<file path="config.mk">
export PLATFORM = sky130hd
export DESIGN_NAME = cmux_basic_frame_builder
export DESIGN_NICKNAME = d
export VERILOG_FILES = /design/src/rtl/core/cmux_pkg.sv /design/src/rtl/core/cmux_basic_frame_builder.sv /design/src/rtl/core/cmux_skid.sv /design/src/rtl/core/cmux_sequencer.sv
export VERILOG_INCLUDE_DIRS = /design/src /design/src/rtl/core
export SDC_FILE = /design/constraint.sdc
export NUM_CORES = 1
export LEC_CHECK = 0
export CORE_MARGIN = 2
export CORE_UTILIZATION = 64
export CTS_BUF_LIST = sky130_fd_sc_hd__clkbuf_4 sky130_fd_sc_hd__clkbuf_8 sky130_fd_sc_hd__clkbuf_16
export DETAILED_ROUTE_END_ITERATION = 8
export DONT_BUFFER_PORTS = 1
export PLACE_DENSITY = 0.92
export SLEW_MARGIN = 30
export SYNTH_ARGS = -nofsm -noshare
export SYNTH_HDL_FRONTEND = slang
export SYNTH_HIERARCHICAL = 1
export SYNTH_SLANG_ARGS = --single-unit
</file>
<file path="constraint.sdc">
create_clock -name clock -period 8.4 [get_ports clock]
set_input_delay 2.1 -clock clock [delete_from_list [all_inputs] [get_ports clock]]
set_output_delay 2.1 -clock clock [all_outputs]
set_load 0.02 [all_outputs]
</file>
<file path="src/rtl/core/cmux_basic_frame_builder_assert.svh">
// Assertion macros for the multiplexer frame builder.
// Uses no package; included by the top level only.
`ifndef CMUX_BASIC_FRAME_BUILDER_ASSERT_SVH
`define CMUX_BASIC_FRAME_BUILDER_ASSERT_SVH

// Same-cycle implication, checked at every rising clock edge outside reset.
`define CMUX_ASSERT_IMP(label, clk, rst, ante, cons, msg) \
   label: assert property (@(posedge clk) disable iff (rst) (ante) |-> (cons)) \
      else $error(msg);

// Next-cycle implication.
`define CMUX_ASSERT_NXT(label, clk, rst, ante, cons, msg) \
   label: assert property (@(posedge clk) disable iff (rst) (ante) |=> (cons)) \
      else $error(msg);

`endif

</file>
<file path="src/rtl/core/cmux_pkg.sv">
// Shared types, constants and the CRC-8 step for the multiplexer frame builder.
// No dependencies; used by every module of the block.
package cmux_pkg;

   localparam int LEN_W           = 15;   // width of the payload length field
   localparam int LENGTH_BITS_DEF = 15;
   localparam int REQ_TDATA_W     = 40;
   localparam int RSP_TDATA_W     = 8;
   localparam int RSP_TUSER_W     = 2;
   localparam int SHORT_LEN_MAX   = 127;  // longest length sent in one byte

   localparam logic [7:0] FLAG_BYTE     = 8'hF9;
   localparam logic [7:0] UIH_CODE      = 8'hEF;
   localparam logic [7:0] PF_BIT        = 8'h10;
   localparam logic [7:0] CRC_INIT      = 8'hFF;
   localparam logic [7:0] CRC_POLY_REFL = 8'hE0;

   localparam logic CMD_HEADER  = 1'b0;
   localparam logic CMD_PAYLOAD = 1'b1;

   typedef enum logic [3:0] {
      ST_FLAG,
      ST_ADDR,
      ST_CTRL,
      ST_LEN0,
      ST_LEN1,
      ST_DATA,
      ST_FCS,
      ST_CLOSE
   } step_type;

   typedef struct packed {
      logic              cmd;
      logic [5:0]        dlci;
      logic              is_command;
      logic [7:0]        frame_type;
      logic              poll_bit;
      logic [LEN_W-1:0]  payload_length;
      logic [7:0]        data_byte;
   } req_item_type;

   typedef struct packed {
      logic [7:0] out_byte;
      logic       run_last;
      logic       frame_last;
      logic       error;
   } rsp_item_type;

   // One byte through the reflected CRC-8, eight bit steps.
   function automatic logic [7:0] crc_feed(input logic [7:0] crc, input logic [7:0] data);
      logic [7:0] c;
      c = crc ^ data;
      for (int i = 0; i < 8; i++) begin
         if (c[0]) begin
            c = (c >> 1) ^ CRC_POLY_REFL;
         end else begin
            c = c >> 1;
         end
      end
      return c;
   endfunction

endpackage

</file>
<file path="src/rtl/core/cmux_basic_frame_builder.sv">
// Top level of the basic-mode multiplexer frame builder.
// Depends on cmux_pkg, cmux_sequencer, cmux_skid and the assertion macro header.
//
// A header request (tuser 0) opens a frame and yields the opening flag, the
// address byte, the control byte and one length byte (lengths up to 127) or
// two, followed at once by the FCS and closing flag when the length is zero.
// Each payload request (tuser 1) yields its byte, plus FCS and closing flag
// after the last payload byte of the frame; a payload request with no open
// frame yields one byte 0 with the error flag. A header aborts an open frame
// without closing bytes. The block sends one result byte per cycle unless
// stalled, through a single byte lane; the next request is taken in the
// cycle the previous one's last byte moves into the two-entry output stage,
// so payload bytes stream at one per cycle. The FCS is the complement of a
// reflected CRC-8 (polynomial 0x07, start 0xFF) updated one byte per cycle as
// bytes leave the sequencer; it covers address and control, the length bytes
// when basic_mode is 1, and the payload unless the frame is UIH. Write
// basic_mode (reset 1) only while the block is idle. rsp_tlast marks the last
// byte caused by a request. Lengths wider than LENGTH_BITS saturate to the
// largest that fits.
`include "cmux_basic_frame_builder_assert.svh"

module cmux_basic_frame_builder #(
   parameter int LENGTH_BITS = cmux_pkg::LENGTH_BITS_DEF
) (
   input  logic                               clock,
   input  logic                               reset,
   // tdata: dlci[5:0], is_command[6], frame_type[14:7], poll_bit[15],
   //        payload_length[30:16], data_byte[38:31], zero[39]
   input  logic [cmux_pkg::REQ_TDATA_W-1:0]   req_tdata,
   // tuser: cmd[0]
   input  logic                               req_tuser,
   input  logic                               req_tvalid,
   output logic                               req_tready,
   // tdata: out_byte[7:0]
   output logic [cmux_pkg::RSP_TDATA_W-1:0]   rsp_tdata,
   // tuser: frame_last[0], error[1]
   output logic [cmux_pkg::RSP_TUSER_W-1:0]   rsp_tuser,
   output logic                               rsp_tlast,
   output logic                               rsp_tvalid,
   input  logic                               rsp_tready,
   input  logic                               csr_wr_en,
   input  logic                               csr_wr_data
);

   logic                   basic_mode_ff;
   cmux_pkg::req_item_type req_item;
   logic                   seq_valid;
   logic                   seq_ready;
   cmux_pkg::rsp_item_type seq_res;
   cmux_pkg::rsp_item_type out_res;

   // Unpack the request fields from the stream word
   assign req_item.cmd            = req_tuser;
   assign req_item.dlci           = req_tdata[5:0];
   assign req_item.is_command     = req_tdata[6];
   assign req_item.frame_type     = req_tdata[14:7];
   assign req_item.poll_bit       = req_tdata[15];
   assign req_item.payload_length = req_tdata[30:16];
   assign req_item.data_byte      = req_tdata[38:31];

   // Hold the mode register; the user must write it only between frames, the block does not enforce this
   always_ff @(posedge clock) begin
      if (reset) begin
         basic_mode_ff <= 1'b1;
      end else if (csr_wr_en) begin
         basic_mode_ff <= csr_wr_data;
      end
   end

   // Sequence one byte per cycle from the held request, while the skid stage accepts
   cmux_sequencer #(
      .LENGTH_BITS (LENGTH_BITS)
   ) u_seq (
      .clock      (clock),
      .reset      (reset),
      .basic_mode (basic_mode_ff),
      .req_valid  (req_tvalid),
      .req_ready  (req_tready),
      .req_item   (req_item),
      .res_valid  (seq_valid),
      .res_ready  (seq_ready),
      .res_item   (seq_res)
   );

   // Decouple the sequencer from output back-pressure
   cmux_skid u_skid (
      .clock     (clock),
      .reset     (reset),
      .in_valid  (seq_valid),
      .in_ready  (seq_ready),
      .in_data   (seq_res),
      .out_valid (rsp_tvalid),
      .out_ready (rsp_tready),
      .out_data  (out_res)
   );

   assign rsp_tdata = out_res.out_byte;
   assign rsp_tlast = out_res.run_last;
   assign rsp_tuser = {out_res.error, out_res.frame_last};

   // A closing flag always ends the request that caused it
   `CMUX_ASSERT_IMP(a_close_ends_run, clock, reset, rsp_tvalid && rsp_tuser[0], rsp_tlast, "closing flag without tlast")
   // An error result is a lone zero byte outside any frame
   `CMUX_ASSERT_IMP(a_error_shape, clock, reset, rsp_tvalid && rsp_tuser[1], rsp_tlast && !rsp_tuser[0] && rsp_tdata == 8'h00, "malformed error result")
   // A stalled sequencer result must not drift while frame state holds
   `CMUX_ASSERT_NXT(a_seq_hold, clock, reset, seq_valid && !seq_ready, seq_valid && $stable(seq_res), "sequencer result changed under stall")

endmodule

</file>
<file path="src/rtl/core/cmux_skid.sv">
// Two-entry output skid stage for result bytes.
// Depends on cmux_pkg for the result type.
module cmux_skid (
   input  logic                  clock,
   input  logic                  reset,
   input  logic                  in_valid,
   output logic                  in_ready,
   input  cmux_pkg::rsp_item_type in_data,
   output logic                  out_valid,
   input  logic                  out_ready,
   output cmux_pkg::rsp_item_type out_data
);

   logic                   main_valid_ff;
   logic                   skid_valid_ff;
   cmux_pkg::rsp_item_type main_data_ff;
   cmux_pkg::rsp_item_type skid_data_ff;
   logic                   in_fire;
   logic                   out_fire;

   assign in_ready  = !skid_valid_ff;
   assign in_fire   = in_valid && in_ready;
   assign out_fire  = main_valid_ff && out_ready;
   assign out_valid = main_valid_ff;
   assign out_data  = main_data_ff;

   always_ff @(posedge clock) begin
      if (reset) begin
         main_valid_ff <= 1'b0;
         skid_valid_ff <= 1'b0;
      end else if (in_fire) begin
         if (!main_valid_ff || out_fire) begin
            main_valid_ff <= 1'b1;
         end else begin
            skid_valid_ff <= 1'b1;
         end
      end else if (out_fire) begin
         if (skid_valid_ff) begin
            skid_valid_ff <= 1'b0;
         end else begin
            main_valid_ff <= 1'b0;
         end
      end
   end

   always_ff @(posedge clock) begin
      if (in_fire) begin
         if (!main_valid_ff || out_fire) begin
            main_data_ff <= in_data;
         end else begin
            skid_data_ff <= in_data;
         end
      end else if (out_fire && skid_valid_ff) begin
         main_data_ff <= skid_data_ff;
      end
   end

endmodule

</file>
<file path="src/rtl/core/cmux_sequencer.sv">
// Request register, byte sequencer and frame state (CRC, length, open flag).
// Depends on cmux_pkg for types, constants and the CRC step.
module cmux_sequencer #(
   parameter int LENGTH_BITS = cmux_pkg::LENGTH_BITS_DEF
) (
   input  logic                   clock,
   input  logic                   reset,
   input  logic                   basic_mode,
   input  logic                   req_valid,
   output logic                   req_ready,
   input  cmux_pkg::req_item_type req_item,
   output logic                   res_valid,
   input  logic                   res_ready,
   output cmux_pkg::rsp_item_type res_item
);

   localparam int LW = cmux_pkg::LEN_W;
   localparam logic [LW-1:0] LEN_MAX = LW'((1 << LENGTH_BITS) - 1);

   cmux_pkg::req_item_type  item_ff;
   logic                    item_valid_ff;
   cmux_pkg::step_type      step_ff;
   cmux_pkg::step_type      step_in;
   logic                    step_end;

   logic [7:0]              crc_ff, crc_in;
   logic [LENGTH_BITS-1:0]  bytes_left_ff, bytes_left_in;
   logic                    frame_open_ff, frame_open_in;
   logic                    payload_in_crc_ff, payload_in_crc_in;

   logic                    advance;
   logic                    req_fire;
   logic [LW-1:0]           len_sat;
   logic                    two_len;
   logic                    len_zero;
   logic [7:0]              addr_byte, ctrl_byte, len0_byte, len1_byte;
   logic                    is_uih;
   logic [LENGTH_BITS-1:0]  left_dec;

   assign advance   = item_valid_ff && res_ready;
   assign req_ready = !item_valid_ff || (advance && step_end);
   assign req_fire  = req_valid && req_ready;
   assign res_valid = item_valid_ff;

   // Header fields of the held request
   assign len_sat   = (item_ff.payload_length > LEN_MAX) ? LEN_MAX : item_ff.payload_length;
   assign two_len   = len_sat > LW'(cmux_pkg::SHORT_LEN_MAX);
   assign len_zero  = len_sat == '0;
   assign addr_byte = {item_ff.dlci, item_ff.is_command, 1'b1};
   assign ctrl_byte = item_ff.frame_type | (item_ff.poll_bit ? cmux_pkg::PF_BIT : 8'h00);
   assign len0_byte = {len_sat[6:0], !two_len};
   assign len1_byte = len_sat[LW-1:7];
   assign is_uih    = (item_ff.frame_type & cmux_pkg::UIH_CODE) == cmux_pkg::UIH_CODE;
   assign left_dec  = (bytes_left_ff != '0) ? bytes_left_ff - LENGTH_BITS'(1) : '0;

   // Next step and end of the current request
   always_comb begin
      step_in  = step_ff;
      step_end = 1'b0;
      case (step_ff)
         cmux_pkg::ST_FLAG:  step_in = cmux_pkg::ST_ADDR;
         cmux_pkg::ST_ADDR:  step_in = cmux_pkg::ST_CTRL;
         cmux_pkg::ST_CTRL:  step_in = cmux_pkg::ST_LEN0;
         cmux_pkg::ST_LEN0: begin
            if (two_len) begin
               step_in = cmux_pkg::ST_LEN1;
            end else if (len_zero) begin
               step_in = cmux_pkg::ST_FCS;
            end else begin
               step_end = 1'b1;
            end
         end
         cmux_pkg::ST_LEN1: begin
            if (len_zero) begin
               step_in = cmux_pkg::ST_FCS;
            end else begin
               step_end = 1'b1;
            end
         end
         cmux_pkg::ST_DATA: begin
            if (frame_open_ff && left_dec == '0) begin
               step_in = cmux_pkg::ST_FCS;
            end else begin
               step_end = 1'b1;
            end
         end
         cmux_pkg::ST_FCS:   step_in = cmux_pkg::ST_CLOSE;
         cmux_pkg::ST_CLOSE: step_end = 1'b1;
         default:            step_end = 1'b1;
      endcase
   end

   // Result byte and frame state update for the current step
   always_comb begin
      res_item.out_byte   = 8'h00;
      res_item.run_last   = step_end;
      res_item.frame_last = 1'b0;
      res_item.error      = 1'b0;
      crc_in              = crc_ff;
      bytes_left_in       = bytes_left_ff;
      frame_open_in       = frame_open_ff;
      payload_in_crc_in   = payload_in_crc_ff;
      case (step_ff)
         cmux_pkg::ST_FLAG: begin
            res_item.out_byte = cmux_pkg::FLAG_BYTE;
            crc_in            = cmux_pkg::CRC_INIT;
            frame_open_in     = 1'b1;
            payload_in_crc_in = !is_uih;
            bytes_left_in     = len_sat[LENGTH_BITS-1:0];
         end
         cmux_pkg::ST_ADDR: begin
            res_item.out_byte = addr_byte;
            crc_in            = cmux_pkg::crc_feed(crc_ff, addr_byte);
         end
         cmux_pkg::ST_CTRL: begin
            res_item.out_byte = ctrl_byte;
            crc_in            = cmux_pkg::crc_feed(crc_ff, ctrl_byte);
         end
         cmux_pkg::ST_LEN0: begin
            res_item.out_byte = len0_byte;
            if (basic_mode) begin
               crc_in = cmux_pkg::crc_feed(crc_ff, len0_byte);
            end
         end
         cmux_pkg::ST_LEN1: begin
            res_item.out_byte = len1_byte;
            if (basic_mode) begin
               crc_in = cmux_pkg::crc_feed(crc_ff, len1_byte);
            end
         end
         cmux_pkg::ST_DATA: begin
            if (!frame_open_ff) begin
               res_item.error = 1'b1;
            end else begin
               res_item.out_byte = item_ff.data_byte;
               bytes_left_in     = left_dec;
               if (payload_in_crc_ff) begin
                  crc_in = cmux_pkg::crc_feed(crc_ff, item_ff.data_byte);
               end
            end
         end
         cmux_pkg::ST_FCS: begin
            res_item.out_byte = ~crc_ff;
         end
         cmux_pkg::ST_CLOSE: begin
            res_item.out_byte   = cmux_pkg::FLAG_BYTE;
            res_item.frame_last = 1'b1;
            frame_open_in       = 1'b0;
            bytes_left_in       = '0;
            payload_in_crc_in   = 1'b0;
            crc_in              = cmux_pkg::CRC_INIT;
         end
         default: begin
            res_item.out_byte = 8'h00;
         end
      endcase
   end

   always_ff @(posedge clock) begin
      if (reset) begin
         item_valid_ff     <= 1'b0;
         step_ff           <= cmux_pkg::ST_FLAG;
         crc_ff            <= cmux_pkg::CRC_INIT;
         bytes_left_ff     <= '0;
         frame_open_ff     <= 1'b0;
         payload_in_crc_ff <= 1'b0;
      end else begin
         if (advance) begin
            crc_ff            <= crc_in;
            bytes_left_ff     <= bytes_left_in;
            frame_open_ff     <= frame_open_in;
            payload_in_crc_ff <= payload_in_crc_in;
         end
         if (req_fire) begin
            item_valid_ff <= 1'b1;
            step_ff       <= (req_item.cmd == cmux_pkg::CMD_PAYLOAD) ?
                             cmux_pkg::ST_DATA : cmux_pkg::ST_FLAG;
         end else if (advance) begin
            if (step_end) begin
               item_valid_ff <= 1'b0;
            end else begin
               step_ff <= step_in;
            end
         end
      end
   end

   always_ff @(posedge clock) begin
      if (req_fire) begin
         item_ff <= req_item;
      end
   end

endmodule
</file>
==> results.cfg <==
[timing]
setup_viol_count_final = 0
fin_hold_ws_ps = 521
worstMarginPinSlew_ps = 930
period_needed_ps = 5610
fmax_mhz = 178
finClkSkew_ps = 14.7
fin_crit_sh_pct = 66.8
slew_violations = 0
slew_headroom_pct = 37.8
hold_viol = 0
rsz0062_at_grt = false
fin_setup_tns_ps = 0

[logic_synthesis]
ys_top_cells_by_count = 89 x xnor2_1, 61 x edfxtp_1, 50 x nor2_1
netlist_instances = 576
post-synth-top-area-fraction_pct = 31.9
ys_warn_count = 6
synth_edf_count = 61
yosysMostFrequentCell = xnor2_1
synth_ff_type = edfxtp_1
yosysTopAreaCell = edfxtp_1
synth_cell_types = 67
synth-async-reset-ratio_pct = 0
synthTopCellsByArea = edfxtp_1 32%, xnor2_1 14%, dfxtp_1 12%
seq_area_frac_synth_pct = 43.4
synthesis.nets = 625
yosys_register_bits = 94
netlist_area_um2 = 5740
synth.avg_cell_area_um2 = 9.96

[setup_path]
endpoint_kind = output port
critPathLaunchType = flop
r2r_cells = 6
critPathArrivalTime_ps = 3510
worstPathMaxFanout = 27
path_class = flop to output port
worstPathRequired_ps = 6300

[pwr]
leakage_uw = 0.00209
power_density_nw_per_um2 = 240
ir_drop_uv = 192

[placed_design]
port_buffers = 0
place_congestion = 0.999
dp_hpwl_um = 9930

[route]
vias_per_cell = 6.65
antenna_left = 0
drtPass1Iterations = 7
drc = 0
routedWlPerCell_um = 20.3
vias = 4481
wl_um = 13700
first_iter_violations = 553

[floorplanning]
dieArea_um2 = 9740
fp.coreArea_um2 = 8720
pin_count = 60
start_util_pct = 65.8
core.rowCount = 34
dieWidth_um = 98.7
die-height_um = 98.7

[run_status]
outcome = finished clean

[clock_tree]
cts_hold_buf = 0
htree_num_levels = 3
clock_sinks = 94
ctsLongestPathBuffers = 2
post-cts-setup-buffers = 0
root_buffer = clkbuf_8
cts_inserted_buffers = 9
cts_tree = built
clk_pin_slew_ps = 90
clk-insertion-delay-late_ps = 380
cts_resized = 0

[flow_run]
cap_viol_max_count = 0

[final_layout]
nets = 610
syn_to_final_growth_pct = 3.71
drive_gt1_share_pct = 6.36
n_fill_cell = 659
diodes = 0

[hold_path]
whs_path_depth = 2
hold_class = flop to flop

[grt]
grt_max_degree = 44
grt_pass1_vias = 4096
grt_pass1_wl_um = 21700
antenna_found_initial = 0
grt.overflow.total = 0
global_route.usage.total_pct = 28.8
[routing by layer]
layer  part of all wire (%)  track usage, %  up-vias
met1                     43            42.9     2123
met3                     10            5.25       21
met2                     46            42.4      264
li1                       -               -     2073
met4                    1.7            10.0        0
met5                      0               0        -
[logic make-up (layout without fill, tap and decap cells)]
| kind of cell | count (synthesis) | count (layout) | share of synthesized area (%) |
|---|---|---|---|
| xor+xnor | 117 | 117 | 18.3 |
| compound gates | 144 | 144 | 17.2 |
| buf+inv | 44 | 34 | 3.18 |
| flops | 94 | 94 | 43.4 |
| mux | 17 | 17 | 3.73 |
| fa+ha+maj | 2 | 2 | 0.436 |
| simple gates | 158 | 158 | 13.6 |
[metrics by stage]
| stage | cell area, um^2 | total power, uW | instances | utilization, % | setup WS [ps] |
|---|---|---|---|---|---|
| after global placement | 5770 | 1140 | 658 | 66.2 | 3420 |
| after detailed placement | 5770 | 1160 | 658 | 66.2 | 3300 |
| after CTS | 5950 | 1430 | 674 | 68.2 | 2890 |
| after global routing | 5950 | 1510 | 674 | 68.2 | 2590 |
| after floorplan | 5740 | 1060 | 576 | - | 3970 |
| final | 5950 | 1430 | 674 | 68.2 | 2790 |
[flip-flops by register name, indices dropped and copies added (netlist names)]
register and flops:
u_skid/skid_data_ff 11, u_skid/skid_valid_ff 1, u_seq/res_valid 1, u_skid/out_valid 1
u_seq/crc_ff 8, u_seq/payload_in_crc_ff 1, u_seq/item_ff 32, u_seq/addr_byte 7
u_seq/step_ff 4, basic_mode_ff 1, u_seq/frame_open_ff 1, u_skid/out_data 11
u_seq/bytes_left_ff 15
[critical path, cell delays in order (launching register included)]
cell     delay, ps
dfxtp_1        900
nand3_1        730
nor2_1         940
o21ai_2        130
nand2_1        150
a21oi_1        100
inv_1          170
[cell usage in the layout, fill, tap and decap left out, drive strengths merged, types with 8 or more instances in the layout]
| master | netlist | routed |
|---|---|---|
| edfxtp | 61 | 61 |
| dfxtp | 33 | 33 |
| nand2b | 19 | 19 |
| o21ai | 31 | 31 |
| o211ai | 11 | 11 |
| a21oi | 28 | 28 |
| nor3 | 9 | 9 |
| a211oi | 8 | 8 |
| a22oi | 16 | 16 |
| clkbuf | 25 | 9 |
| nand2 | 40 | 40 |
| mux2 | 11 | 11 |
| xor2 | 26 | 26 |
| xnor2 | 89 | 89 |
| inv | 14 | 17 |
| nor2 | 50 | 50 |
[final cells by class]
| cell class | instances | area (um^2) | share of cell area, % |
|---|---|---|---|
| Clock buffer | 9 | 124 | 2.08 |
| Clock inverter | 7 | 47.5 | 0.799 |
| Inverter | 15 | 56.3 | 0.946 |
| Multi-Input combinational cell | 438 | 3070 | 51.6 |
| Sequential cell | 94 | 2490 | 41.9 |
| Tap cell | 108 | 135 | 2.27 |
| Timing Repair Buffer | 3 | 22.5 | 0.378 |
[where the power goes]
group	switching [uW]	total [uW]	internal (uW)
Clock	163	271	109
Combinational	295	538	243
Sequential	75.4	621	546
Total	533	1430	898
[final timing paths]
| check | startpoint | to | slack [ps] |
|---|---|---|---|
| max | u_seq/step_ff[0]$_SDFFE_PP0P_ | req_tready | 2790 |
| min reg2reg | u_seq/payload_in_crc_ff$_SDFFE_PP0P_ | u_seq/payload_in_crc_ff$_SDFFE_PP0P_ | 520 |
| min | u_seq/payload_in_crc_ff$_SDFFE_PP0P_ | u_seq/payload_in_crc_ff$_SDFFE_PP0P_ | 520 |
| max reg2reg | u_seq/step_ff[0]$_SDFFE_PP0P_ | u_seq/step_ff[0]$_SDFFE_PP0P_ | 4460 |
(Power assumes the default switching activity.)
